<file path="src/dwhr_pkg.sv">
// Shared types and constants for the double-ended queue with half rotate.
package dwhr_pkg;

  // Default storage shape
  localparam int unsigned DepthDef     = 64;
  localparam int unsigned DataWidthDef = 32;

  // Fixed widths of the transaction fields
  localparam int unsigned OpW     = 3;
  localparam int unsigned ValueW  = 32;
  localparam int unsigned StatusW = 2;

  // Operation codes carried by opcode_i
  typedef enum logic [OpW-1:0] {
    OP_PUSH_FRONT = 3'd0,
    OP_PUSH_BACK  = 3'd1,
    OP_POP_FRONT  = 3'd2,
    OP_POP_BACK   = 3'd3,
    OP_SWAP       = 3'd4,
    OP_DUMP       = 3'd5
  } op_e;

  // Result status codes
  typedef enum logic [StatusW-1:0] {
    ST_POPPED = 2'd0,
    ST_DUMPED = 2'd1,
    ST_EMPTY  = 2'd2,
    ST_FULL   = 2'd3
  } status_e;

  // Control sequencer states
  typedef enum logic [1:0] {
    FSM_IDLE,
    FSM_SWAP,
    FSM_DUMP
  } fsm_e;

  // Result waiting on the memory read data register
  typedef struct packed {
    logic    valid;
    logic    zero;
    status_e status;
    logic    last;
  } slot_t;

endpackage

</file>
<file path="src/deque_with_half_rotate.sv">
// Bounded double-ended queue in a ring buffer memory, with pop, dump and half rotate.
//
// Usage: transactions enter on in_valid_i / in_stall_o with opcode_i and push_value_i,
// results leave on out_valid_o / out_stall_i as out_value_o, status_o and last_o.
// A transaction is taken at a clock edge where valid is high and stall is low.
// Push and pop do not hold the input after acceptance; a pop or an error result passes to
// the output through the read data register (memory read or error status), then the output register.
// Successful pushes and swaps produce no result; a failed push or pop, or a dump of an
// empty queue, produces one result with an error status and last set.
// Swap copies floor(count/2) entries through the one read port and the one write port,
// one entry per cycle, and holds the input until the last copy has been written.
// Dump reads one entry per cycle while the output does not stall, and keeps the input
// stalled until the last read has been issued.
// The element memory is not cleared: reset only zeroes the front index, the element
// count and the control state, and every occupied entry has been written before use.
// When the receiver stalls, the output register and the read data register hold their
// results; further reads, and so further input, wait until a slot frees up.
module deque_with_half_rotate #(
  parameter int unsigned DEPTH      = dwhr_pkg::DepthDef,
  parameter int unsigned DATA_WIDTH = dwhr_pkg::DataWidthDef
) (
  input  logic                                clk_i,
  input  logic                                rst_ni,
  input  logic                                in_valid_i,
  output logic                                in_stall_o,
  input  logic [dwhr_pkg::OpW-1:0]            opcode_i,
  input  logic signed [dwhr_pkg::ValueW-1:0]  push_value_i,
  output logic                                out_valid_o,
  input  logic                                out_stall_i,
  output logic signed [dwhr_pkg::ValueW-1:0]  out_value_o,
  output logic [dwhr_pkg::StatusW-1:0]        status_o,
  output logic                                last_o
);

  localparam int unsigned AW = (DEPTH > 1) ? $clog2(DEPTH) : 1;
  localparam int unsigned CW = $clog2(DEPTH + 1);

  // Modular add of an index and an offset no larger than DEPTH
  function automatic logic [AW-1:0] wrap_add(logic [AW-1:0] a, logic [CW-1:0] b);
    logic [AW:0] s;
    s = {1'b0, a} + (AW+1)'(b);
    if (s >= (AW+1)'(DEPTH)) begin
      s = s - (AW+1)'(DEPTH);
    end
    return s[AW-1:0];
  endfunction

  // State registers
  dwhr_pkg::fsm_e  state_q, state_d;
  logic [AW-1:0]   front_q, front_d;
  logic [CW-1:0]   count_q, count_d;
  logic [CW-1:0]   cnt_q, cnt_d;
  logic [AW-1:0]   rp_q, rp_d;
  logic [AW-1:0]   wp_q, wp_d;
  logic            sw_pend_q, sw_pend_d;
  dwhr_pkg::slot_t slot_q, slot_d;

  // Output register
  logic                          out_valid_q, out_valid_d;
  logic signed [dwhr_pkg::ValueW-1:0] out_value_q;
  dwhr_pkg::status_e             out_status_q;
  logic                          out_last_q;

  // Memory ports
  logic [DATA_WIDTH-1:0] mem [DEPTH];
  logic                  mem_we, mem_re;
  logic [AW-1:0]         mem_wa, mem_ra;
  logic [DATA_WIDTH-1:0] mem_wd;
  logic [DATA_WIDTH-1:0] rdata_q;

  logic                  out_free, move, slot_free, accept;
  logic signed [DATA_WIDTH-1:0] rdata_s;
  dwhr_pkg::op_e         op;

  assign op        = dwhr_pkg::op_e'(opcode_i);
  assign out_free  = !out_valid_q || !out_stall_i;
  assign move      = slot_q.valid && out_free;
  assign slot_free = !slot_q.valid || move;
  assign in_stall_o = (state_q != dwhr_pkg::FSM_IDLE) || !slot_free;
  assign accept    = in_valid_i && !in_stall_o;
  assign rdata_s   = $signed(rdata_q);

  // Element memory: one write port, one registered read port
  always_ff @(posedge clk_i) begin
    if (mem_we) begin
      mem[mem_wa] <= mem_wd;
    end
    if (mem_re) begin
      rdata_q <= mem[mem_ra];
    end
  end

  // Sequencer, pointer updates and memory accesses
  always_comb begin
    state_d   = state_q;
    front_d   = front_q;
    count_d   = count_q;
    cnt_d     = cnt_q;
    rp_d      = rp_q;
    wp_d      = wp_q;
    sw_pend_d = 1'b0;
    slot_d    = slot_q;
    mem_we    = 1'b0;
    mem_re    = 1'b0;
    mem_wa    = wp_q;
    mem_ra    = rp_q;
    mem_wd    = rdata_q;

    if (move) begin
      slot_d.valid = 1'b0;
    end

    case (state_q)
      dwhr_pkg::FSM_IDLE: begin
        if (accept) begin
          case (op)
            dwhr_pkg::OP_PUSH_FRONT, dwhr_pkg::OP_PUSH_BACK: begin
              if (count_q == CW'(DEPTH)) begin
                slot_d = '{valid: 1'b1, zero: 1'b1, status: dwhr_pkg::ST_FULL, last: 1'b1};
              end else begin
                mem_we  = 1'b1;
                mem_wd  = DATA_WIDTH'(push_value_i);
                count_d = count_q + CW'(1);
                if (op == dwhr_pkg::OP_PUSH_FRONT) begin
                  front_d = (front_q == '0) ? AW'(DEPTH - 1) : front_q - AW'(1);
                  mem_wa  = front_d;
                end else begin
                  mem_wa  = wrap_add(front_q, count_q);
                end
              end
            end
            dwhr_pkg::OP_POP_FRONT, dwhr_pkg::OP_POP_BACK: begin
              if (count_q == '0) begin
                slot_d = '{valid: 1'b1, zero: 1'b1, status: dwhr_pkg::ST_EMPTY, last: 1'b1};
              end else begin
                mem_re  = 1'b1;
                count_d = count_q - CW'(1);
                slot_d  = '{valid: 1'b1, zero: 1'b0, status: dwhr_pkg::ST_POPPED,
                            last: 1'b1};
                if (op == dwhr_pkg::OP_POP_FRONT) begin
                  mem_ra  = front_q;
                  front_d = wrap_add(front_q, CW'(1));
                end else begin
                  mem_ra  = wrap_add(front_q, count_q - CW'(1));
                end
              end
            end
            dwhr_pkg::OP_SWAP: begin
              // Move the first half of the queue behind the back, one entry a cycle
              if ((count_q >> 1) != '0) begin
                cnt_d   = count_q >> 1;
                rp_d    = front_q;
                wp_d    = wrap_add(front_q, count_q);
                front_d = wrap_add(front_q, count_q >> 1);
                state_d = dwhr_pkg::FSM_SWAP;
              end
            end
            dwhr_pkg::OP_DUMP: begin
              if (count_q == '0) begin
                slot_d = '{valid: 1'b1, zero: 1'b1, status: dwhr_pkg::ST_EMPTY, last: 1'b1};
              end else begin
                cnt_d   = count_q;
                rp_d    = front_q;
                state_d = dwhr_pkg::FSM_DUMP;
              end
            end
            default: begin
            end
          endcase
        end
      end
      dwhr_pkg::FSM_SWAP: begin
        // Write back the entry read last cycle
        if (sw_pend_q) begin
          mem_we = 1'b1;
          wp_d   = wrap_add(wp_q, CW'(1));
        end
        if (cnt_q != '0) begin
          mem_re    = 1'b1;
          rp_d      = wrap_add(rp_q, CW'(1));
          cnt_d     = cnt_q - CW'(1);
          sw_pend_d = 1'b1;
        end else begin
          state_d = dwhr_pkg::FSM_IDLE;
        end
      end
      dwhr_pkg::FSM_DUMP: begin
        // Issue one read whenever the read data slot is free
        if (slot_free) begin
          mem_re = 1'b1;
          rp_d   = wrap_add(rp_q, CW'(1));
          cnt_d  = cnt_q - CW'(1);
          slot_d = '{valid: 1'b1, zero: 1'b0, status: dwhr_pkg::ST_DUMPED,
                     last: (cnt_q == CW'(1))};
          if (cnt_q == CW'(1)) begin
            state_d = dwhr_pkg::FSM_IDLE;
          end
        end
      end
      default: begin
        state_d = dwhr_pkg::FSM_IDLE;
      end
    endcase
  end

  // Output register load
  always_comb begin
    out_valid_d = out_valid_q;
    if (move) begin
      out_valid_d = 1'b1;
    end else if (out_free) begin
      out_valid_d = 1'b0;
    end
  end

  // Control registers
  always_ff @(posedge clk_i or negedge rst_ni) begin
    if (!rst_ni) begin
      state_q     <= dwhr_pkg::FSM_IDLE;
      front_q     <= '0;
      count_q     <= '0;
      cnt_q       <= '0;
      rp_q        <= '0;
      wp_q        <= '0;
      sw_pend_q   <= 1'b0;
      slot_q      <= '{valid: 1'b0, zero: 1'b0, status: dwhr_pkg::ST_POPPED, last: 1'b0};
      out_valid_q <= 1'b0;
    end else begin
      state_q     <= state_d;
      front_q     <= front_d;
      count_q     <= count_d;
      cnt_q       <= cnt_d;
      rp_q        <= rp_d;
      wp_q        <= wp_d;
      sw_pend_q   <= sw_pend_d;
      slot_q      <= slot_d;
      out_valid_q <= out_valid_d;
    end
  end

  // Output payload
  always_ff @(posedge clk_i) begin
    if (move) begin
      out_value_q  <= slot_q.zero ? '0 : dwhr_pkg::ValueW'(rdata_s);
      out_status_q <= slot_q.status;
      out_last_q   <= slot_q.last;
    end
  end

  assign out_valid_o = out_valid_q;
  assign out_value_o = out_value_q;
  assign status_o    = out_status_q;
  assign last_o      = out_last_q;

  // Checks
  a_count_bound: assert property (@(posedge clk_i) disable iff (!rst_ni)
    count_q <= CW'(DEPTH))
    else $error("element count above depth");

  a_no_rw_clash: assert property (@(posedge clk_i) disable iff (!rst_ni)
    !(mem_we && mem_re && (mem_wa == mem_ra)))
    else $error("read and write of one entry in the same cycle");

  a_swap_slot_empty: assert property (@(posedge clk_i) disable iff (!rst_ni)
    (state_q == dwhr_pkg::FSM_SWAP) |-> !slot_q.valid)
    else $error("swap uses the read data register while a result waits there");

  a_busy_stalls: assert property (@(posedge clk_i) disable iff (!rst_ni)
    (state_q != dwhr_pkg::FSM_IDLE) |-> in_stall_o)
    else $error("input taken while a swap or dump is running");

  a_swap_ends_clean: assert property (@(posedge clk_i) disable iff (!rst_ni)
    ($past(state_q) == dwhr_pkg::FSM_SWAP && state_q == dwhr_pkg::FSM_IDLE)
      |-> !sw_pend_q)
    else $error("swap left a write pending");

endmodule
</file>
<file path="config.mk">
export PLATFORM = sky130hd
export DESIGN_NAME = deque_with_half_rotate
export DESIGN_NICKNAME = d
export VERILOG_FILES = /design/src/dwhr_pkg.sv /design/src/deque_with_half_rotate.sv
export SDC_FILE = /design/constraint.sdc
export NUM_CORES = 2
export LEC_CHECK = 0
export ABC_AREA = 1
export BUFFER_PORTS_ARGS = -buffer_cell sky130_fd_sc_hd__buf_2
export CORE_ASPECT_RATIO = 1.25
export CORE_MARGIN = 2
export CORE_UTILIZATION = 32
export DETAILED_ROUTE_END_ITERATION = 7
export PLACE_DENSITY_LB_ADDON = 0.3
export SYNTH_ARGS = -nofsm -noshare
export SYNTH_HDL_FRONTEND = slang
export SYNTH_SLANG_ARGS = --single-unit
</file>
<file path="constraint.sdc">
create_clock -name clk_i -period 9.7 [get_ports clk_i]
set_input_delay 0.485 -clock clk_i [delete_from_list [all_inputs] [get_ports clk_i]]
set_output_delay 0.485 -clock clk_i [all_outputs]
set_load 0.05 [all_outputs]
</file>
-- Word level (Yosys, flattened, before mapping)
Memories as Yosys holds them, arrays and structs flattened. A register that Yosys moved wholly into a read port is not among the register bits.
Cells that the tools add are included.
- bits in registers: 76
- bits in writable memories: 2048
- memories: 1
- $add $sub $neg: 16
- $lt $le $gt $ge: 6
- eq/ne operators: 28
- muxes and demuxes: 81
- reduce and logical (&&, ||, !) cells: 31
- memories (name ; depth ; bits a word ; read ports ; clocked after memory_dff ; write ports ; RTL line ; source):
    mem ; 64 ; 32 ; 1 ; 1 ; 1 ; deque_with_half_rotate.sv:65 ; logic [DATA_WIDTH-1:0] mem [DEPTH];
- operator list (cell ; count):
    6-bit 2-to-1 mux ; 31
    32-bit 2-to-1 mux ; 4
    7-bit 2-to-1 mux ; 7
    7-bit greater-or-equal comparator (second input constant) ; 6
    6-bit by 1-bit subtractor with 6-bit output (second input constant) ; 7
    6-bit case mux with 3 select lines ; 2
    7-bit case mux with 2 select lines ; 2
    2-bit inequality test (second input constant) ; 12
    6-bit case mux with 2 select lines ; 2
    6-bit by 1-bit adder with 7-bit output (second input constant) ; 3
    7-bit case mux with 3 select lines ; 1
    5-bit 2-to-1 mux ; 4
    1-bit 2-to-1 mux ; 15
    5-bit case mux with 3 select lines ; 1
    6-bit by 7-bit adder with 7-bit output ; 2
    7-bit AND reduction ; 2
    7-bit nonzero test ; 2
    7-bit by 1-bit subtractor with 7-bit output (second input constant) ; 2
    2-bit 2-to-1 mux ; 6
    3-bit inequality test (second input constant) ; 4
    5-bit case mux with 2 select lines ; 1
    5-bit AND reduction ; 2
    2-bit nonzero test ; 5
    8-bit AND reduction ; 1
    27 further kinds ; 38

-- Depth between registers and ports, before layout
- depth after elaboration: 12
- gate-level depth with buffers: 20
- gate-level depth less buffers: 19

-- Worst setup path after synthesis
OpenSTA, ideal clock, no wires.
- kind: flip-flop to flip-flop
- from: register count_q[1]
- to: memory mem[0][0] (netlist name), data pin
- arrival time: 4.324 ns
- required time: 8.998 ns
- setup slack: 4.674 ns
- cell stages (with the launch flop): 11
- period minus slack after synthesis: 5.026 ns
- cell sequence: dfrtp_1 > inv_1 > ha_1 > nand2_1 > nor3_1 > inv_1 > nor2_1 > nor3_4 > clkbuf_1 > clkbuf_1 > o21ai_0
- cells in the longest elaborated chain, start to end: 5
- ends and longest elaborated chain (element ; RTL line ; source):
    start, declared ; deque_with_half_rotate.sv:51 ; logic [CW-1:0] count_q, count_d;
    start signal, assigned ; deque_with_half_rotate.sv:231 ; count_q <= count_d;
    7-bit equality test ; deque_with_half_rotate.sv:118 ; if (count_q == CW'(DEPTH)) begin
    32-bit 2-to-1 mux ; deque_with_half_rotate.sv:118 ;
    32-bit 2-to-1 mux ; deque_with_half_rotate.sv:116 ; case (op)
    32-bit 2-to-1 mux ; deque_with_half_rotate.sv:115 ; if (accept) begin
    32-bit 2-to-1 mux ; deque_with_half_rotate.sv:113 ; case (state_q)
    net mem_wd[0] ; deque_with_half_rotate.sv:68 ; logic [DATA_WIDTH-1:0] mem_wd;
    end, declared ; deque_with_half_rotate.sv:65 ;
The timed path passes the listed nets, and every way through them passes these cells.

-- Final worst setup path
- from: register count_q[0]
- to: register rdata_q[26], read port of mem, data pin
- cells in the longest elaborated chain, start to end: 9
- elaborated cells between the ends (all ways): 15
- classes of those cells: 3 x add/sub; 1 x order compare; 10 x mux; 1 x reduce/logical
- ends and longest elaborated chain (element ; RTL line ; source):
    7-bit by 1-bit subtractor with 7-bit output ; deque_with_half_rotate.sv:144 ; mem_ra = wrap_add(front_q, count_q - CW'(1));
    6-bit by 7-bit adder with 7-bit output ; deque_with_half_rotate.sv:41 ; s = {1'b0, a} + (AW+1)'(b);
    6-bit by 1-bit subtractor with 6-bit output or 7-bit greater-or-equal comparator (tied branches) ; deque_with_half_rotate.sv:43, deque_with_half_rotate.sv:42 ;
    6-bit 2-to-1 mux ; deque_with_half_rotate.sv:42 ; if (s >= (AW+1)'(DEPTH)) begin
    6-bit 2-to-1 mux ; deque_with_half_rotate.sv:140 ; if (op == dwhr_pkg::OP_POP_FRONT) begin
    6-bit 2-to-1 mux ; deque_with_half_rotate.sv:133 ; if (count_q == '0) begin
    6-bit 2-to-1 mux ; deque_with_half_rotate.sv:116 ;
    6-bit 2-to-1 mux ; deque_with_half_rotate.sv:115 ;
    6-bit 2-to-1 mux ; deque_with_half_rotate.sv:113 ;
    end, declared ; deque_with_half_rotate.sv:69 ; logic [DATA_WIDTH-1:0] rdata_q;
Several ways; a longest one is shown, not always the timed one.
A chain may end at the register's enable or synchronous reset.

==> impl_metrics.sql <==
INSERT INTO impl_metrics (metric_group, metric, value, unit) VALUES
('placement', 'buffer_ports.inserted', '75', ''),
('sta', 'timing_worst_slew_pin_value', '1.40', 'ns'),
('route', 'wl', '307000', 'um'),
('die', 'row_count', '223', ''),
('power', 'power.leakage', '43.1', 'nW'),
('sta', 'fin_setup_tns', '0', 'ns'),
('final_layout', 'layout.nets', '9101', ''),
('yosys', 'synth.ff_latch_count', '2155', ''),
('clocking', 'clk_pin_slew', '0.06', 'ns'),
('setup_path', 'data_arrival_at_the_endpoint_of_the_critical_path', '6.51', 'ns'),
('grt', 'grt_antenna_before_repair', '22', ''),
('die', 'fp.dieH', '613', 'um'),
('sta', 'post_route_clock_skew', '0.0830', 'ns'),
('worst_hold_path', 'min_path_type', 'in2reg', ''),
('power', 'worst_vdd_ir', '0.541', 'mV'),
('grt', 'wire_length_of_the_first_global_routing_pass', '441000', 'um'),
('setup_path', 'cell_class_contributing_the_biggest_share_of_worst_path_delay', 'simple AND/OR/NAND/NOR gates', ''),
('placement', 'placed_instance_area', '99900', 'sq um'),
('yosys', 'synth.distinct_cells', '40', ''),
('clocking', 'worstSkewPairLatency', '0.90', 'ns'),
('sta', 'hold_viol', '0', ''),
('die', 'coreArea', '295000', 'sq um'),
('grt', 'grt_remaining_overflow', '0', ''),
('power', 'p_per_area', '329', 'nW/um^2'),
('setup_path', 'most_repeated_library_cell_on_the_critical_path', 'sky130_fd_sc_hd__nand3_1', ''),
('route', 'route.antenna.remaining_nets', '0', ''),
('final_layout', 'area_delta_synth_final', '12.5', '%'),
('die', 'initial_core_util', '32.1', '%'),
('setup_path', 'critPathBufInv', '3', ''),
('clocking', 'cts_tree', 'built', ''),
('yosys', 'synth_sequential_area_ratio', '68.0', '%'),
('placement', 'placedCellCount', '12750', ''),
('route', 'route.detailed.wl_per_inst', '23.3', 'um'),
('sta', 'final_setup_fails', '0', ''),
('grt', 'via_count_of_the_first_global_routing_pass', '61310', ''),
('setup_path', 'cp_slowest_cell', 'sky130_fd_sc_hd__nand2_4', ''),
('yosys', 'postSynthAreaPerCell', '10.4', 'sq um'),
('yosys', 'ys_async_sr_fraction', '1.86', '%'),
('die', 'ios', '76', ''),
('setup_path', 'ordered_list_of_cells_on_the_worst_path', 'inv_1 -> ha_1 -> nand2_1 -> nor2_1 -> nor2_1 -> nand3_4 -> nand2_4 -> buf_4 -> buf_4 -> nand2_1 -> nand3_1 -> nand3_1 -> nand3_1 -> nand3_1 -> nand3_1 -> nand2_1', ''),
('placement', 'finalWeightedCongestion', '0.902', ''),
('sta', 'timing.slew.headroom', '6.57', '%'),
('setup_path', 'worst_ep_required_time', '10.32', 'ns'),
('grt', 'grt_start_max_net_pins', '159', ''),
('clocking', 'clock-sinks', '2155', ''),
('die', 'chipWidth', '491', 'um'),
('yosys', 'yosys_warnings', '0', ''),
('yosys', 'number_of_synthesized_flops_with_an_enable_pin', '2115', ''),
('outcome', 'status', 'complete, no violations', ''),
('final_layout', 'number_of_filler_instances_in_the_final_layout', '29104', ''),
('yosys', 'ys.flop_type', 'sky130_fd_sc_hd__edfxtp_1', ''),
('setup_path', 'critical-path-max-stage-delay', '0.86', 'ns'),
('die', 'design.die.area', '301000', 'sq um'),
('grt', 'globalRouteTotalUtil', '19.8', '%'),
('yosys', 'synth.top_cell.area_share', '66.9', '%'),
('placement', 'post-dp-hpwl', '175000', 'um'),
('route', 'vias_per_cell', '4.99', ''),
('clocking', 'h_tree_levels', '4', ''),
('setup_path', 'cp_max_fo', '80', ''),
('clocking', 'post-cts-setup-buffer-count', '0', ''),
('sta', 'layout_min_cycle_time', '5.89', 'ns'),
('yosys', 'largest_cells_by_area_after_synthesis', 'sky130_fd_sc_hd__edfxtp_1, sky130_fd_sc_hd__nand3_1, sky130_fd_sc_hd__nand2_1', ''),
('sta', 'timing.fmax', '0.170', 'GHz'),
('clocking', 'cts_max_path_buffers', '4', ''),
('setup_path', 'cp-start-kind', 'flop', ''),
('setup_path', 'setup.worst_path.class', 'reg2reg', ''),
('clocking', 'root_buffer', 'sky130_fd_sc_hd__clkbuf_16', ''),
('yosys', 'syn_area', '94900', 'sq um'),
('sta', 'maxSlewViolCount', '0', ''),
('final_layout', 'layout-drive-gt1-share', '7.12', '%'),
('yosys', 'postSynthCellCount', '9117', '');
==> worst reg2reg max path, stage by stage (launching register included) <==
cell	delay, ns
sky130_fd_sc_hd__dfrtp_1	0.48
sky130_fd_sc_hd__inv_1	0.12
sky130_fd_sc_hd__ha_1	0.25
sky130_fd_sc_hd__nand2_1	0.16
sky130_fd_sc_hd__nor2_1	0.11
sky130_fd_sc_hd__nor2_1	0.27
sky130_fd_sc_hd__nand3_4	0.52
sky130_fd_sc_hd__nand2_4	0.89
sky130_fd_sc_hd__buf_4	0.91
sky130_fd_sc_hd__buf_4	0.80
sky130_fd_sc_hd__nand2_1	0.18
sky130_fd_sc_hd__nand3_1	0.12
sky130_fd_sc_hd__nand3_1	0.08
sky130_fd_sc_hd__nand3_1	0.21
sky130_fd_sc_hd__nand3_1	0.10
sky130_fd_sc_hd__nand3_1	0.36
sky130_fd_sc_hd__nand2_1	0.12
==> flip-flops by register name (all words and copies together), names as in the netlist <==
signal	cells
sw_pend_q	1
state_q	2
last_o	1
wp_q	6
front_q	6
out_value_o	32
mem	2048
rp_q	6
cnt_q	7
rdata_q	32
status_o	2
count_q	7
out_valid_o	1
slot_q	4
==> report_power, final <==
group          total [mW]  internal, mW  switching [mW]
clock                8.28          4.65            3.63
combinational        14.4          3.01            11.4
sequential           12.4          12.1           0.339
==> routing by layer <==
metal / vias up / wire, um / global-route usage (%)
met5: - / 88 / 0
met3: 545 / 26200 / 2.90
met1: 32261 / 126000 / 27.0
met2: 2969 / 139000 / 31.2
met4: 12 / 15700 / 9.14
li1: 29736 / - / -
==> timing repair <==
item | 4_1_cts | 5_1_grt
resized for setup | 0 | 0
hold buffers | 5 | 0
hold endpoints to repair | 44 | 0
==> synth_stat cells (2+ instances only) <==
library cell	n
sky130_fd_sc_hd__inv_1	1644
sky130_fd_sc_hd__a31oi_1	5
sky130_fd_sc_hd__fa_1	3
sky130_fd_sc_hd__ha_1	28
sky130_fd_sc_hd__buf_1	46
sky130_fd_sc_hd__or2_2	33
sky130_fd_sc_hd__o21ai_0	98
sky130_fd_sc_hd__dfrtp_1	40
sky130_fd_sc_hd__nor2_1	163
sky130_fd_sc_hd__buf_4	4
sky130_fd_sc_hd__nand3_2	2
sky130_fd_sc_hd__o22ai_1	3
sky130_fd_sc_hd__nand4_1	4
sky130_fd_sc_hd__o221ai_1	3
sky130_fd_sc_hd__buf_2	329
sky130_fd_sc_hd__a21oi_1	31
sky130_fd_sc_hd__xor2_1	19
sky130_fd_sc_hd__o211ai_1	8
sky130_fd_sc_hd__inv_2	11
sky130_fd_sc_hd__o21ai_1	9
sky130_fd_sc_hd__nor3_1	3
sky130_fd_sc_hd__clkinv_1	2
sky130_fd_sc_hd__nand3b_1	162
sky130_fd_sc_hd__nand3_1	1886
sky130_fd_sc_hd__nand2_1	2342
sky130_fd_sc_hd__clkbuf_1	108
sky130_fd_sc_hd__xnor2_1	3
sky130_fd_sc_hd__a22o_1	2
sky130_fd_sc_hd__edfxtp_1	2115
==> kinds of logic after synthesis <==
| logic type | after synthesis | synth area share [%] |
|---|---|---|
| simple gates | 4597 | 21.4 |
| compound gates | 166 | 0.960 |
| xor+xnor | 22 | 0.203 |
| fa+ha+maj | 31 | 0.433 |
| flops | 2155 | 68.0 |
| buf+inv | 2146 | 8.95 |
==> layout by cell type (no fill, tap or decap), types with 4 or more instances in the layout <==
| master | Yosys | routed |
|---|---|---|
| sky130_fd_sc_hd__clkinvlp_4 | 0 | 9 |
| sky130_fd_sc_hd__o21ai_0 | 98 | 66 |
| sky130_fd_sc_hd__diode_2 | 0 | 7 |
| sky130_fd_sc_hd__xor2_1 | 19 | 19 |
| sky130_fd_sc_hd__nor2_1 | 163 | 99 |
| sky130_fd_sc_hd__inv_6 | 0 | 7 |
| sky130_fd_sc_hd__nand4_1 | 4 | 4 |
| sky130_fd_sc_hd__or2_2 | 33 | 33 |
| sky130_fd_sc_hd__buf_2 | 329 | 75 |
| sky130_fd_sc_hd__inv_2 | 11 | 10 |
| sky130_fd_sc_hd__o211ai_1 | 8 | 8 |
| sky130_fd_sc_hd__clkinv_4 | 0 | 4 |
| sky130_fd_sc_hd__clkbuf_1 | 108 | 31 |
| sky130_fd_sc_hd__nor2_4 | 0 | 64 |
| sky130_fd_sc_hd__a21oi_1 | 31 | 29 |
| sky130_fd_sc_hd__clkinv_1 | 2 | 45 |
| sky130_fd_sc_hd__clkbuf_16 | 0 | 213 |
| sky130_fd_sc_hd__ha_1 | 28 | 28 |
| sky130_fd_sc_hd__buf_4 | 4 | 93 |
| sky130_fd_sc_hd__dlygate4sd3_1 | 0 | 5 |
| sky130_fd_sc_hd__clkinv_2 | 0 | 44 |
| sky130_fd_sc_hd__inv_1 | 1644 | 1643 |
| sky130_fd_sc_hd__dfrtp_1 | 40 | 40 |
| sky130_fd_sc_hd__o21ai_1 | 9 | 5 |
| sky130_fd_sc_hd__nand3b_1 | 162 | 162 |
| sky130_fd_sc_hd__a31oi_1 | 5 | 5 |
| sky130_fd_sc_hd__edfxtp_1 | 2115 | 2115 |
| sky130_fd_sc_hd__bufinv_16 | 0 | 24 |
| sky130_fd_sc_hd__buf_12 | 0 | 18 |
| sky130_fd_sc_hd__o21ai_4 | 1 | 35 |
| sky130_fd_sc_hd__nand2_1 | 2342 | 2329 |
| sky130_fd_sc_hd__nand2_4 | 0 | 4 |
| sky130_fd_sc_hd__nand3_1 | 1886 | 1885 |
| sky130_fd_sc_hd__nand2_2 | 1 | 9 |
==> per-stage QoR <==
| stage | hold WS, ns | worst slack [ns] | util (%) | total power [mW] |
|---|---|---|---|---|
| final | 0.109 | 3.81 | 36.2 | 35.1 |
| after detailed placement | 0.442 | 3.89 | 33.8 | 26.8 |
| after global placement | 0.433 | 4.03 | 33.8 | 26.8 |
| after global routing | 0.117 | 3.50 | 36.2 | 36.4 |
| after CTS | 0.0579 | 3.93 | 36.1 | 35.1 |
| after floorplan | 0.189 | 4.67 | - | 20.4 |
==> cell type report <==
class,instances,area [sq um],share of cell area (%)
repair buffers,191,1480,1.39
well taps,3937,4930,4.62
multi-input cells,4816,22800,21.4
clock inverters,132,1280,1.20
flip-flops and latches,2155,64500,60.4
clock buffers,244,5450,5.10
inverters,1657,6230,5.84
diodes,7,17.5,0.0164
==> worst paths after layout <==
path	to	slack, ns	from	depth (start not counted)
max	rdata_q[26]	3.81	count_q[0]	16
min reg2reg	last_o	0.46	slot_q[0]	0
max in group asynchronous	wp_q[1]	8.60	rst_ni	2
min in group asynchronous	slot_q[0]	0.39	rst_ni	2
min	slot_q[4]	0.11	in_valid_i	5
max reg2reg	rdata_q[26]	3.81	count_q[0]	16
(Power assumes the default switching activity.)
